===== src/hdl/fbc_pkg.sv =====
// Shared constants and types for the fill-boundary 1D convolution core.
// Used by fbc_mac, fbc_div and fill_boundary_convolution_1d_core.
`default_nettype none
package fbc_pkg;

    localparam int MAX_TAPS         = 63;
    localparam int TAP_AW           = 6;
    localparam int WIN_DEPTH        = 64;
    localparam int DEF_SAMPLE_BITS  = 24;
    localparam int DEF_COEF_BITS    = 18;
    localparam int VALUE_BITS       = 48;
    localparam int FRAC_BITS        = 16;
    localparam int MAX_RESULTS      = 32;
    localparam int ACC_GUARD        = 6;
    localparam int CFG_IDX_BITS     = 3;

    localparam logic [CFG_IDX_BITS-1:0] REG_HALF_WIDTH   = 3'd0;
    localparam logic [CFG_IDX_BITS-1:0] REG_FILL_VALUE   = 3'd1;
    localparam logic [CFG_IDX_BITS-1:0] REG_FILL_MISSING = 3'd2;
    localparam logic [CFG_IDX_BITS-1:0] REG_SKIP_FILL    = 3'd3;
    localparam logic [CFG_IDX_BITS-1:0] REG_NAN_MODE     = 3'd4;

    localparam logic REQ_TAP    = 1'b0;
    localparam logic REQ_SAMPLE = 1'b1;

    typedef struct packed {
        logic valid;
        logic miss;
        logic last;
    } fbc_tap_ctl_t;

endpackage
`default_nettype wire


===== src/hdl/fill_boundary_convolution_1d_core.sv =====
// Fill-boundary 1D convolution core: top level with sequencer, tap and window
// memories. Instantiates fbc_mac and fbc_div; uses fbc_pkg.
//
// Usage: write half width, fill sample, fill-missing flag, skip-outside flag
// and NaN mode over the cfg channel while idle. On s_, tuser=0 writes one
// kernel tap and tuser=1 delivers one row sample; tlast marks the last sample
// of a row. A sample releases every output whose right neighbors have arrived;
// the last sample flushes all pending outputs (at most 32 per sample). Results
// leave on m_ with tlast on the output for the row's last sample in the final flush.
// Each output runs 2*half_width+1 taps through the shared multiply-accumulate
// and its pipeline before the handoff; in NaN mode with a nonzero weight sum
// the serial divider runs as well. s_tready is high only while no sample is
// in work. The output register decouples m_: a stalled receiver holds one
// result and stops the sequencer before the next one.
// Reset clears configuration to its defaults and empties the row; kernel taps
// stay undefined until written.
`default_nettype none
module fill_boundary_convolution_1d_core
    import fbc_pkg::*;
#(
    parameter int SAMPLE_BITS = DEF_SAMPLE_BITS,
    parameter int COEF_BITS   = DEF_COEF_BITS
) (
    input  wire logic                      aclk,
    input  wire logic                      aresetn,
    input  wire logic                      s_tvalid,
    output logic                           s_tready,
    // tap_index, coefficient, sample, sample_missing (from bit 0), zero padded
    input  wire logic [((TAP_AW+COEF_BITS+SAMPLE_BITS+1+7)/8)*8-1:0] s_tdata,
    input  wire logic                      s_tuser, // req_type
    input  wire logic                      s_tlast, // last_sample
    output logic                           m_tvalid,
    input  wire logic                      m_tready,
    // value, value_missing (from bit 0), zero padded
    output logic [((VALUE_BITS+1+7)/8)*8-1:0] m_tdata,
    output logic                           m_tlast, // last_result
    input  wire logic                      cfg_valid,
    output logic                           cfg_ready,
    input  wire logic [CFG_IDX_BITS-1:0]   cfg_index,
    input  wire logic [SAMPLE_BITS-1:0]    cfg_data
);

    localparam int OUT_TW   = ((VALUE_BITS + 1 + 7) / 8) * 8;
    localparam int ACC_BITS = SAMPLE_BITS + COEF_BITS + ACC_GUARD;
    localparam int BOT_BITS = COEF_BITS + ACC_GUARD;
    localparam int QUO_BITS = ACC_BITS + FRAC_BITS;
    localparam int CNT_BITS = $clog2(MAX_RESULTS + 1);

    localparam logic [2:0] ST_IDLE  = 3'd0;
    localparam logic [2:0] ST_CHECK = 3'd1;
    localparam logic [2:0] ST_EMIT  = 3'd2;
    localparam logic [2:0] ST_DRAIN = 3'd3;
    localparam logic [2:0] ST_DIV   = 3'd4;
    localparam logic [2:0] ST_RES   = 3'd5;

    localparam logic signed [79:0] VMAX = 80'sh0000_00007FFF_FFFFFFFF;
    localparam logic signed [79:0] VMIN = -80'sh0000_00008000_00000000;

    logic [2:0] state_reg;

    logic [4:0]                    hw_reg;
    logic signed [SAMPLE_BITS-1:0] fill_reg;
    logic                          fill_miss_reg;
    logic                          skip_reg;
    logic                          nan_reg;

    logic [SAMPLE_BITS:0] win_mem [0:WIN_DEPTH-1];
    logic [COEF_BITS-1:0] tap_mem [0:MAX_TAPS-1];
    logic [SAMPLE_BITS:0] win_rd_reg;
    logic [COEF_BITS-1:0] tap_rd_reg;

    logic [TAP_AW-1:0]   wp_reg;
    logic [TAP_AW-1:0]   row_pos_reg;
    logic [TAP_AW-1:0]   pending_reg;
    logic [CNT_BITS-1:0] n_reg;
    logic                last_reg;
    logic [TAP_AW-1:0]   d_reg;
    logic [TAP_AW-1:0]   k_reg;

    logic s1_valid_reg, s1_outside_reg, s1_last_reg, s1_center_reg;
    logic signed [SAMPLE_BITS-1:0] centre_val_reg;
    logic                          centre_miss_reg;
    logic                          centre_in_reg;

    logic signed [VALUE_BITS-1:0] res_val_reg;
    logic                         res_miss_reg;
    logic                         neg_reg;

    logic                m_tvalid_reg;
    logic [OUT_TW-1:0]   m_tdata_reg;
    logic                m_tlast_reg;

    logic [TAP_AW-1:0]             in_tap_index;
    logic signed [COEF_BITS-1:0]   in_coef;
    logic signed [SAMPLE_BITS-1:0] in_sample;
    logic                          in_missing;
    logic                          s_xfer;

    logic signed [7:0]   j;
    logic                outside;
    logic [TAP_AW-1:0]   win_addr;
    logic                emit_go;
    logic                mac_clr;
    fbc_tap_ctl_t        ctl;
    logic signed [SAMPLE_BITS-1:0] v_sel;
    logic                          m_sel;
    logic                          skip;

    logic                          mac_done;
    logic signed [ACC_BITS-1:0]    mac_top;
    logic signed [BOT_BITS-1:0]    mac_bot;
    logic                          mac_any_miss;

    logic                 div_start;
    logic                 div_done;
    logic [ACC_BITS-1:0]  div_num;
    logic [BOT_BITS-1:0]  div_den;
    logic [QUO_BITS-1:0]  div_quo;

    logic signed [79:0]   top_x;
    logic signed [79:0]   quo_x;
    logic                 out_free;

    assign in_tap_index = s_tdata[TAP_AW-1:0];
    assign in_coef      = s_tdata[TAP_AW +: COEF_BITS];
    assign in_sample    = s_tdata[TAP_AW+COEF_BITS +: SAMPLE_BITS];
    assign in_missing   = s_tdata[TAP_AW+COEF_BITS+SAMPLE_BITS];

    assign s_tready  = (state_reg == ST_IDLE);
    assign s_xfer    = s_tvalid && s_tready;
    assign cfg_ready = 1'b1;
    assign out_free  = !m_tvalid_reg || m_tready;

    assign emit_go = (pending_reg != '0) && (n_reg < CNT_BITS'(MAX_RESULTS))
                     && (last_reg || ((pending_reg - 1'b1) >= {1'b0, hw_reg}));
    assign mac_clr = (state_reg == ST_CHECK) && emit_go;

    assign j        = 8'(d_reg) - 8'(hw_reg) + 8'(k_reg);
    assign outside  = j[7] || (j[6:0] >= 7'(row_pos_reg));
    assign win_addr = wp_reg - 1'b1 - j[TAP_AW-1:0];

    assign v_sel = s1_outside_reg ? fill_reg : win_rd_reg[SAMPLE_BITS-1:0];
    assign m_sel = s1_outside_reg ? fill_miss_reg : win_rd_reg[SAMPLE_BITS];
    assign skip  = s1_outside_reg && !nan_reg && skip_reg;
    assign ctl.valid = s1_valid_reg && !skip;
    assign ctl.miss  = m_sel;
    assign ctl.last  = s1_valid_reg && s1_last_reg;

    assign div_num   = mac_top[ACC_BITS-1] ? ACC_BITS'(-mac_top) : ACC_BITS'(mac_top);
    assign div_den   = mac_bot[BOT_BITS-1] ? BOT_BITS'(-mac_bot) : BOT_BITS'(mac_bot);
    assign div_start = (state_reg == ST_DRAIN) && mac_done && nan_reg && (mac_bot != '0);
    assign top_x     = 80'(mac_top);
    assign quo_x     = signed'(80'(div_quo));

    fbc_mac #(
        .SAMPLE_BITS (SAMPLE_BITS),
        .COEF_BITS   (COEF_BITS),
        .ACC_BITS    (ACC_BITS),
        .BOT_BITS    (BOT_BITS)
    ) u_mac (
        .aclk     (aclk),
        .aresetn  (aresetn),
        .clr      (mac_clr),
        .ctl      (ctl),
        .v        (v_sel),
        .c        (signed'(tap_rd_reg)),
        .done     (mac_done),
        .top      (mac_top),
        .bot      (mac_bot),
        .any_miss (mac_any_miss)
    );

    fbc_div #(
        .NUM_BITS (ACC_BITS),
        .DEN_BITS (BOT_BITS),
        .QUO_BITS (QUO_BITS)
    ) u_div (
        .aclk    (aclk),
        .aresetn (aresetn),
        .start   (div_start),
        .num     (div_num),
        .den     (div_den),
        .done    (div_done),
        .quo     (div_quo)
    );

    always_ff @(posedge aclk) begin
        if (s_xfer && s_tuser == REQ_TAP && in_tap_index < TAP_AW'(MAX_TAPS)) begin
            tap_mem[in_tap_index] <= in_coef;
        end
        if (s_xfer && s_tuser == REQ_SAMPLE) begin
            win_mem[wp_reg] <= {in_missing, in_sample};
        end
        win_rd_reg <= win_mem[win_addr];
        tap_rd_reg <= tap_mem[k_reg];
    end

    always_ff @(posedge aclk) begin
        if (!aresetn) begin
            hw_reg        <= 5'd1;
            fill_reg      <= '0;
            fill_miss_reg <= 1'b0;
            skip_reg      <= 1'b0;
            nan_reg       <= 1'b0;
        end else if (cfg_valid && cfg_ready) begin
            unique case (cfg_index)
                REG_HALF_WIDTH:   hw_reg        <= cfg_data[4:0];
                REG_FILL_VALUE:   fill_reg      <= signed'(cfg_data);
                REG_FILL_MISSING: fill_miss_reg <= cfg_data[0];
                REG_SKIP_FILL:    skip_reg      <= cfg_data[0];
                REG_NAN_MODE:     nan_reg       <= cfg_data[0];
                default: ;
            endcase
        end
    end

    always_ff @(posedge aclk) begin
        if (s1_valid_reg && s1_center_reg) begin
            centre_val_reg  <= win_rd_reg[SAMPLE_BITS-1:0];
            centre_miss_reg <= win_rd_reg[SAMPLE_BITS];
            centre_in_reg   <= !s1_outside_reg;
        end
        s1_outside_reg <= outside;
        s1_last_reg    <= (k_reg == {hw_reg, 1'b0});
        s1_center_reg  <= (k_reg == {1'b0, hw_reg});
        if (state_reg == ST_DRAIN && mac_done) begin
            neg_reg <= mac_top[ACC_BITS-1] != mac_bot[BOT_BITS-1];
            if (nan_reg) begin
                res_val_reg  <= centre_in_reg ?
                    (VALUE_BITS'(centre_val_reg) <<< FRAC_BITS) : '0;
                res_miss_reg <= centre_in_reg ? centre_miss_reg : 1'b1;
            end else if (mac_any_miss) begin
                res_val_reg  <= '0;
                res_miss_reg <= 1'b1;
            end else begin
                res_val_reg  <= (top_x > VMAX) ? VALUE_BITS'(VMAX) :
                                (top_x < VMIN) ? VALUE_BITS'(VMIN) : VALUE_BITS'(top_x);
                res_miss_reg <= 1'b0;
            end
        end
        if (state_reg == ST_DIV && div_done) begin
            res_miss_reg <= 1'b0;
            if (neg_reg) begin
                res_val_reg <= (quo_x >= -VMIN) ? VALUE_BITS'(VMIN) : VALUE_BITS'(-quo_x);
            end else begin
                res_val_reg <= (quo_x > VMAX) ? VALUE_BITS'(VMAX) : VALUE_BITS'(quo_x);
            end
        end
        if (state_reg == ST_RES && out_free) begin
            m_tdata_reg <= OUT_TW'({res_miss_reg, res_val_reg});
            m_tlast_reg <= last_reg && (d_reg == '0);
        end
    end

    always_ff @(posedge aclk) begin
        if (!aresetn) begin
            state_reg    <= ST_IDLE;
            wp_reg       <= '0;
            row_pos_reg  <= '0;
            pending_reg  <= '0;
            n_reg        <= '0;
            last_reg     <= 1'b0;
            d_reg        <= '0;
            k_reg        <= '0;
            s1_valid_reg <= 1'b0;
            m_tvalid_reg <= 1'b0;
        end else begin
            s1_valid_reg <= (state_reg == ST_EMIT);
            if (state_reg == ST_RES && out_free) begin
                m_tvalid_reg <= 1'b1;
            end else if (m_tready) begin
                m_tvalid_reg <= 1'b0;
            end
            unique case (state_reg)
                ST_IDLE: begin
                    if (s_xfer && s_tuser == REQ_SAMPLE) begin
                        wp_reg   <= wp_reg + 1'b1;
                        last_reg <= s_tlast;
                        n_reg    <= '0;
                        if (row_pos_reg != TAP_AW'(MAX_TAPS)) begin
                            row_pos_reg <= row_pos_reg + 1'b1;
                        end
                        if (pending_reg != TAP_AW'(MAX_TAPS)) begin
                            pending_reg <= pending_reg + 1'b1;
                        end
                        state_reg <= ST_CHECK;
                    end
                end
                ST_CHECK: begin
                    if (emit_go) begin
                        d_reg     <= pending_reg - 1'b1;
                        k_reg     <= '0;
                        state_reg <= ST_EMIT;
                    end else begin
                        if (last_reg) begin
                            row_pos_reg <= '0;
                            pending_reg <= '0;
                        end
                        state_reg <= ST_IDLE;
                    end
                end
                ST_EMIT: begin
                    k_reg <= k_reg + 1'b1;
                    if (k_reg == {hw_reg, 1'b0}) begin
                        state_reg <= ST_DRAIN;
                    end
                end
                ST_DRAIN: begin
                    if (mac_done) begin
                        state_reg <= div_start ? ST_DIV : ST_RES;
                    end
                end
                ST_DIV: begin
                    if (div_done) begin
                        state_reg <= ST_RES;
                    end
                end
                ST_RES: begin
                    if (out_free) begin
                        pending_reg  <= pending_reg - 1'b1;
                        n_reg        <= n_reg + 1'b1;
                        state_reg    <= ST_CHECK;
                    end
                end
                default: state_reg <= ST_IDLE;
            endcase
        end
    end

    assign m_tvalid = m_tvalid_reg;
    assign m_tdata  = m_tdata_reg;
    assign m_tlast  = m_tlast_reg;

    a_mac_done_in_drain: assert property (@(posedge aclk) disable iff (!aresetn)
        mac_done |-> state_reg == ST_DRAIN)
        else $error("accumulator finished outside drain");

    a_div_done_in_div: assert property (@(posedge aclk) disable iff (!aresetn)
        div_done |-> state_reg == ST_DIV)
        else $error("divider finished outside divide wait");

    a_tap_count: assert property (@(posedge aclk) disable iff (!aresetn)
        state_reg == ST_EMIT |-> k_reg <= {hw_reg, 1'b0})
        else $error("tap counter ran past kernel end");

    a_result_cap: assert property (@(posedge aclk) disable iff (!aresetn)
        state_reg == ST_EMIT |-> n_reg < CNT_BITS'(MAX_RESULTS))
        else $error("too many results for one sample");

endmodule
`default_nettype wire


===== src/hdl/fbc_mac.sv =====
// Shared multiply-accumulate unit: one tap per cycle, product registered.
// Accumulates weighted sum, weight sum and a missing flag. Uses fbc_pkg.
`default_nettype none
module fbc_mac
    import fbc_pkg::*;
#(
    parameter int SAMPLE_BITS = DEF_SAMPLE_BITS,
    parameter int COEF_BITS   = DEF_COEF_BITS,
    parameter int ACC_BITS    = SAMPLE_BITS + COEF_BITS + ACC_GUARD,
    parameter int BOT_BITS    = COEF_BITS + ACC_GUARD
) (
    input  wire logic                          aclk,
    input  wire logic                          aresetn,
    input  wire logic                          clr,
    input  wire fbc_tap_ctl_t                  ctl,
    input  wire logic signed [SAMPLE_BITS-1:0] v,
    input  wire logic signed [COEF_BITS-1:0]   c,
    output logic                               done,
    output logic signed [ACC_BITS-1:0]         top,
    output logic signed [BOT_BITS-1:0]         bot,
    output logic                               any_miss
);

    logic signed [SAMPLE_BITS+COEF_BITS-1:0] prod_reg;
    logic signed [COEF_BITS-1:0]             c_reg;
    logic                                    use_reg;
    logic                                    missv_reg;
    logic                                    lastp_reg;
    logic                                    done_reg;
    logic signed [ACC_BITS-1:0]              top_reg;
    logic signed [BOT_BITS-1:0]              bot_reg;
    logic                                    any_miss_reg;

    // ctl.last marks the final tap slot even when that tap is left out
    always_ff @(posedge aclk) begin
        prod_reg <= v * c;
        c_reg    <= c;
        if (!aresetn) begin
            use_reg   <= 1'b0;
            missv_reg <= 1'b0;
            lastp_reg <= 1'b0;
            done_reg  <= 1'b0;
        end else begin
            use_reg   <= ctl.valid && !ctl.miss;
            missv_reg <= ctl.valid && ctl.miss;
            lastp_reg <= ctl.last;
            done_reg  <= lastp_reg;
        end
        if (clr) begin
            top_reg      <= '0;
            bot_reg      <= '0;
            any_miss_reg <= 1'b0;
        end else begin
            if (use_reg) begin
                top_reg <= top_reg + ACC_BITS'(prod_reg);
                bot_reg <= bot_reg + BOT_BITS'(c_reg);
            end
            if (missv_reg) begin
                any_miss_reg <= 1'b1;
            end
        end
    end

    assign done     = done_reg;
    assign top      = top_reg;
    assign bot      = bot_reg;
    assign any_miss = any_miss_reg;

endmodule
`default_nettype wire


===== src/hdl/fbc_div.sv =====
// Restoring divider, one quotient bit per cycle: (num << FRAC_BITS) / den.
// Unsigned operands; uses fbc_pkg for the fraction width.
`default_nettype none
module fbc_div
    import fbc_pkg::*;
#(
    parameter int NUM_BITS = DEF_SAMPLE_BITS + DEF_COEF_BITS + ACC_GUARD,
    parameter int DEN_BITS = DEF_COEF_BITS + ACC_GUARD,
    parameter int QUO_BITS = NUM_BITS + FRAC_BITS
) (
    input  wire logic                aclk,
    input  wire logic                aresetn,
    input  wire logic                start,
    input  wire logic [NUM_BITS-1:0] num,
    input  wire logic [DEN_BITS-1:0] den,
    output logic                     done,
    output logic [QUO_BITS-1:0]      quo
);

    localparam int CNT_BITS = $clog2(QUO_BITS + 1);

    logic                busy_reg;
    logic                done_reg;
    logic [CNT_BITS-1:0] cnt_reg;
    logic [DEN_BITS-1:0] rem_reg;
    logic [DEN_BITS-1:0] den_reg;
    logic [QUO_BITS-1:0] dvd_reg;
    logic [QUO_BITS-1:0] quo_reg;
    logic [DEN_BITS:0]   trial;
    logic                fits;

    assign trial = {rem_reg, dvd_reg[QUO_BITS-1]};
    assign fits  = trial >= {1'b0, den_reg};

    always_ff @(posedge aclk) begin
        if (!aresetn) begin
            busy_reg <= 1'b0;
            done_reg <= 1'b0;
            cnt_reg  <= '0;
        end else begin
            done_reg <= 1'b0;
            if (start) begin
                busy_reg <= 1'b1;
                cnt_reg  <= CNT_BITS'(QUO_BITS);
            end else if (busy_reg) begin
                cnt_reg <= cnt_reg - 1'b1;
                if (cnt_reg == CNT_BITS'(1)) begin
                    busy_reg <= 1'b0;
                    done_reg <= 1'b1;
                end
            end
        end
        if (start) begin
            dvd_reg <= {num, FRAC_BITS'(0)};
            den_reg <= den;
            rem_reg <= '0;
            quo_reg <= '0;
        end else if (busy_reg) begin
            dvd_reg <= dvd_reg << 1;
            quo_reg <= {quo_reg[QUO_BITS-2:0], fits};
            rem_reg <= fits ? DEN_BITS'(trial - {1'b0, den_reg}) : trial[DEN_BITS-1:0];
        end
    end

    assign done = done_reg;
    assign quo  = quo_reg;

endmodule
`default_nettype wire

===== config.mk =====
export PLATFORM = sky130hd
export DESIGN_NAME = fill_boundary_convolution_1d_core
export DESIGN_NICKNAME = d
export VERILOG_FILES = /design/src/hdl/fbc_pkg.sv /design/src/hdl/fill_boundary_convolution_1d_core.sv /design/src/hdl/fbc_mac.sv /design/src/hdl/fbc_div.sv
export SDC_FILE = /design/constraint.sdc
export NUM_CORES = 2
export LEC_CHECK = 0
export BUFFER_PORTS_ARGS = -buffer_cell sky130_fd_sc_hd__buf_2
export CORE_ASPECT_RATIO = 1.25
export CORE_MARGIN = 5
export CORE_UTILIZATION = 30
export CTS_BUF_LIST = sky130_fd_sc_hd__clkbuf_4 sky130_fd_sc_hd__clkbuf_8
export CTS_CLUSTER_SIZE = 25
export DETAILED_ROUTE_END_ITERATION = 8
export SETUP_SLACK_MARGIN = 0.02
export SLEW_MARGIN = 20
export SYNTH_ARGS = -nofsm -noshare
export SYNTH_HDL_FRONTEND = slang
export SYNTH_SLANG_ARGS = --single-unit

===== constraint.sdc =====
create_clock -name aclk -period 23.5 [get_ports aclk]
set_clock_uncertainty 0.1 [all_clocks]
set_input_delay 2.35 -clock aclk [delete_from_list [all_inputs] [get_ports aclk]]
set_output_delay 2.35 -clock aclk [all_outputs]
set_load 0.02 [all_outputs]

-- Yosys cells after proc, flatten, opt, wreduce, memory -nomap -nowiden
Memory sizes are Yosys's and may differ from the RTL's. A register that Yosys moved wholly into a read port is not among the register bits.
Cells that the tools add are included.
- register bits after elaboration: 509
- memory bits (writable): 2734
- input port bits: 90
- output and inout bits: 60
- logic and storage cells: 209
- memories kept: 2
- memories (name ; depth ; width ; rd ports ; clocked after memory_dff ; wr ports ; line ; text):
    win_mem ; 64 ; 25 ; 1 ; 1 ; 1 ; fill_boundary_convolution_1d_core.sv:67 ; logic [SAMPLE_BITS:0] win_mem [0:WIN_DEPTH-1];
    tap_mem ; 63 ; 18 ; 1 ; 1 ; 1 ; fill_boundary_convolution_1d_core.sv:68 ; logic [COEF_BITS-1:0] tap_mem [0:MAX_TAPS-1];
- add/subtract/negate cells: 17
- multiply operators: 1
- magnitude comparators: 9
- equal/unequal tests: 25
- multiplexer cells: 54
- bitwise gates (word level): 3
- reduce and logical (&&, ||, !) cells: 54
- operators with widths (cell ; number):
    two-way mux 48 bit ; 11
    two-way mux 64 bit ; 2
    negator 48 bit ; 2
    >= comparator 64 x 48 -> 1 bit, second input constant ; 1
    > comparator 64 x 47 -> 1 bit, second input constant ; 1
    two-way mux 6 bit ; 10
    adder 48 x 42 -> 48 bit ; 1
    > comparator 48 bit, second input constant ; 1
    less-than comparator 48 bit, second input constant ; 1
    two-way mux 24 bit ; 2
    multiplier 24 x 18 -> 42 bit ; 1
    one-hot mux 6 bit (2 select lines) ; 3
    adder 6 x 1 -> 6 bit, second input constant ; 5
    >= comparator 25 x 24 -> 1 bit ; 1
    adder 24 x 18 -> 24 bit ; 1
    negator 24 bit ; 1
    nonzero test 24 bit ; 1
    subtractor 24 bit ; 1
    two-way mux 23 bit ; 1
    logical AND 1 bit ; 20
    one-hot mux 3 bit (6 select lines) ; 1
    one-hot mux 6 bit (3 select lines) ; 1
    AND reduction 2 bit ; 8
    two-way mux 1 bit ; 15
    other kinds (34) ; 71

-- Logic depth before layout (Yosys ltp)
- depth after elaboration: 7
- mapped depth: 28

-- Hierarchy
A second synthesis with hierarchy kept.
- cell total of the unflattened synthesis: 9222
- area, all modules: 148467.4 µm²
- modules (own cells, without submodules) (module ; instances ; cells each ; area an instance (µm²) ; seq. area each (µm²)):
    fill_boundary_convolution_1d_core ; 1 ; 5935 ; 117744.2 ; 88274.7
    fbc_mac ; 1 ; 2597 ; 22909.5 ; 2742.6
    fbc_div ; 1 ; 690 ; 7813.7 ; 4103.9

-- Worst setup path before layout
OpenSTA, ideal clock, no wires.
- path type: reg-to-reg
- start: register s1_outside_reg
- end: register u_mac.prod_reg[41]
- setup time: 120 ps
- arrival time: 7285 ps
- required time: 23280 ps
- slack: 15995 ps
- cell stages (with the launch flop): 26
- path buffers: 4
- clock period less this slack: 7505 ps
- cell sequence: dfxtp_1 -> clkbuf_1 -> clkbuf_1 -> mux2_2 -> buf_1 -> nand2_1 -> fa_1 -> fa_1 -> fa_1 -> inv_1 -> fa_1 -> fa_1 -> inv_1 -> fa_1 -> inv_1 -> ha_1 -> clkbuf_1 -> a2111o_1 -> o31ai_1 -> o2bb2a_1 -> o31ai_1 -> o41ai_1 -> a31oi_1 -> a211oi_1 -> a21oi_1 -> xnor2_1
- cells in the longest elaborated chain, start to end: 2
- ends and longest elaborated chain (what ; line ; text):
    start, declared ; fill_boundary_convolution_1d_core.sv:80 ; logic s1_valid_reg, s1_outside_reg, s1_last_reg, s1_center_reg;
    start signal, assigned ; fill_boundary_convolution_1d_core.sv:223 ; s1_outside_reg <= outside;
    two-way mux 24 bit ; fill_boundary_convolution_1d_core.sv:142 ; assign v_sel = s1_outside_reg ? fill_reg : win_rd_reg[SAMPLE_BITS-1:0];
    multiplier 24 x 18 -> 42 bit ; fbc_mac.sv:36 ; prod_reg <= v * c;
    end signal, assigned ; fbc_mac.sv:36 ;
    end, declared ; fbc_mac.sv:24 ; logic signed [SAMPLE_BITS+COEF_BITS-1:0] prod_reg;
No other way between the ends.
A chain may end at the register's enable or synchronous reset.

-- Worst setup path after layout
Same ends and word-level chain as after synthesis.

==> results by group <==
Outcome
  • Outcome: finished, final reports clean

Routing
  • Wire length per cell: between 20 and 25 microns
  • 1st-iter DRT viols: 7096
  • DR pass1 iterations: 6
  • DR DRC count: 0
  • Post-route ant nets: 0
  • Vias/cell: 4.92
  • Vias: between 70000 and 80000
  • Routed WL: 375 mm

Synth
  • Synthesized area: 0.147 sq mm
  • Mux contribution to synthesized area: 0.145
  • Main synth FF type: edfxtp_1
  • Post-synthesis sequential area ratio: 0.647
  • Post-Synthesis Cells: around 8800
  • Synth top area share: 0.599
  • Most common cell in the netlist: edfxtp_1
  • Simple-gate share of the synthesized area: 0.0512
  • Xor/xnor share of the synthesized area: 0.0134
  • Post-Synth Adder-Cell Area: 0.0789
  • Ys async rst share: 0
  • Largest family of logic cells by synthesized area: multiplexers
  • Post-synth EDFFs: 2931
  • Synthesis-stage register bit count: 3286
  • Synthesis warning total: 0
  • Leading area contributor after synthesis: edfxtp_1
  • Top post-synthesis cells by count: edfxtp_1, mux4_2, nand2_1
  • Syn avg cell area: 16.8 sq um
  • Post-synthesis compound-gate area fraction: 0.0385
  • Yosys cell types: 90
  • Top post-synthesis cells by area: edfxtp_1, mux4_2, fa_1

Global route
  • Initial antenna violation count: 36
  • GR peak layer: met2
  • Gr usage total: 0.144
  • GRT met2 Usage: 0.248
  • GRT met3 Usage: 0.0221
  • GR Util met1: 0.180
  • Vias in the first global route: 82800
  • Largest net degree at the start of global routing: 133
  • GRT overflow: 0
  • First-pass GRT wire length: 547 mm

Clock network
  • CTS tree: yes
  • Post-CTS setup buffers: 0
  • Post_cts resized: 0
  • Hold Buf Count CTS: 0
  • CTS Buf Count: 524
  • Maximum clock path buffer count: 4
  • # clock sinks: 3286
  • # H-tree levels: 6
  • CTS root buffer: clkbuf_8
  • Worst-skew pair later-pin latency: 1.18 ns
  • Worst-path clk slew: 0.07 ns

Timing
  • RSZ-0062 raised after global routing: no
  • Final hold slack: 0.302 ns
  • Endpoints failing setup: 0
  • Part of the cycle the worst path needs: 0.345
  • TNS Setup: 0 ns
  • Slew Limit Fails: 0
  • Slew @ Worst Pin: roughly 1.1 ns
  • Final hold violations: 0
  • Top achievable clock speed: 123 MHz
  • Final WS setup: around 15 ns
  • Period minus WS final: 8.12 ns
  • Slew headroom: 0.232

Floorplan
  • DIE AREA: 0.504 sq mm
  • # IOs: 150
  • Core area: 0.489 sq mm
  • Die Span Y: 793 microns
  • Initial Utilization: 0.301
  • # rows: 287
  • Die Width: 636 microns

Placed design
  • Post-DP Area: 0.157 sq mm
  • Setup WS pre-CTS: 14.94 ns
  • GP Congestion: 0.877
  • DPL Wire Length: 230 mm
  • Port-buffer cells: approximately 130

Cells and area
  • NumNets Final: roughly 9900
  • Fillers: around 46000
  • Layout cells sized above 1: 0.232
  • Max FFs per register: 1600
  • Area Overhead vs Synth: 13.9%
  • Fin area: ~0.17 sq mm

Critical path
  • CP Launch Type: flop
  • Crit Path Max Fanout: 27
  • Critical path origin: s1_outside_reg
  • Endpoint class of the critical path: flop
  • Req. time, crit path: about 24 ns
  • Signal arrival time at the worst endpoint: a little over 9 ns
  • Kind of critical path: reg2reg
  • Crit Reg-Reg Startpoint: s1_outside_reg

Pwr
  • Static leakage: between 50 and 60 nW
  • Final total power: approximately 20 mW
  • Pwr Density: 120 mW/mm^2
  • VDD IR max: 0.174 mV

Min path
  • Hold Path Class: reg2reg
  • Min-delay src: res_val_reg[35]

Flow run
  • Max_cap viols: 0
-- metrics by stage --
step	instances	utilization
global placement	15100	0.320
global route	16100	0.343
CTS	16100	0.342
floorplan	8774	-
finish	16100	0.343
detailed placement	15100	0.320
-- layout by cell type (no fill, tap or decap), drive strengths merged, types with 24 or more instances in the layout --
cell	instances
dfxtp	355
diode	38
edfxtp	2931
nor2b	75
mux4	860
inv	616
nand3	72
and2	149
a211oi	58
o21ai	254
nor3	76
a221oi	29
xnor2	127
nand2	581
clkbuf	725
o31ai	34
or3	43
a21oi	237
a21o	71
mux2	24
clkinv	120
buf	321
xor2	98
nor2	451
mux2i	161
nand2b	33
fa	431
a31oi	37
ha	238
-- final timing paths --
kind                        end  slack [ns]  depth (start not counted)
max          u_mac.prod_reg[41]       15.38                         23
min                 m_tdata[35]        0.30                          0
max reg2reg  u_mac.prod_reg[41]       15.38                         23
min reg2reg         m_tdata[35]        0.30                          0
-- logic make-up (layout without fill, tap and decap cells) --
group                      count (synthesis)  in the layout
muxes                                   1045           1045
DFF                                     3286           3286
AOI/OAI and AO/OA                        902            902
xor gates and xnor gates                 225            225
adders and majority gates                669            669
other                                      2             46
and+or+nand+nor                         1618           1618
buffers and inverters                   1021           1818
-- power breakdown --
part | total (mW) | switching, mW | internal, mW | leakage [nW]
Clock | 4.96 | 2.28 | 2.68 | 5.51
Sequential | 6.77 | 0.212 | 6.56 | 29.2
Combinational | 8.30 | 4.84 | 3.45 | 21.1
Total | 20.0 | 7.34 | 12.7 | 55.9
-- routing by layer --
metal | vias to the layer above | part of all wire
li1 | 34300 | -
met1 | 41500 | 0.39
met2 | 2712 | 0.50
met3 | 667 | 0.060
met4 | 20 | 0.044
met5 | - | 0.00042
-- worst max-delay path, cell delays in order, from the launching register on --
cell,delay (ns)
dfxtp_1,0.32
buf_4,0.37
mux2_2,0.58
and2_1,0.27
fa_1,0.54
inv_1,0.05
fa_1,0.47
fa_1,0.52
inv_1,0.07
fa_1,0.49
fa_1,0.49
inv_1,0.05
fa_1,0.53
inv_1,0.06
ha_1,0.37
a2111o_1,0.46
o31ai_1,0.32
o2bb2a_1,0.21
o31ai_1,0.10
o41ai_2,0.59
a31oi_1,0.30
a211oi_1,0.42
a21oi_1,0.13
xnor2_1,0.14
-- cell type report --
cell class	count	area (sq um)	area share
sequential	3286	95200	0.568
inverter	583	2190	0.0131
timing repair buffer	321	2640	0.0158
multi-input combinational	4467	48800	0.291
clock buffer	725	8830	0.0527
antenna	38	95.1	0.000568
clock inverter	189	1690	0.0101
tap	6502	8140	0.0486
Power figures use the tool's default switching activity.
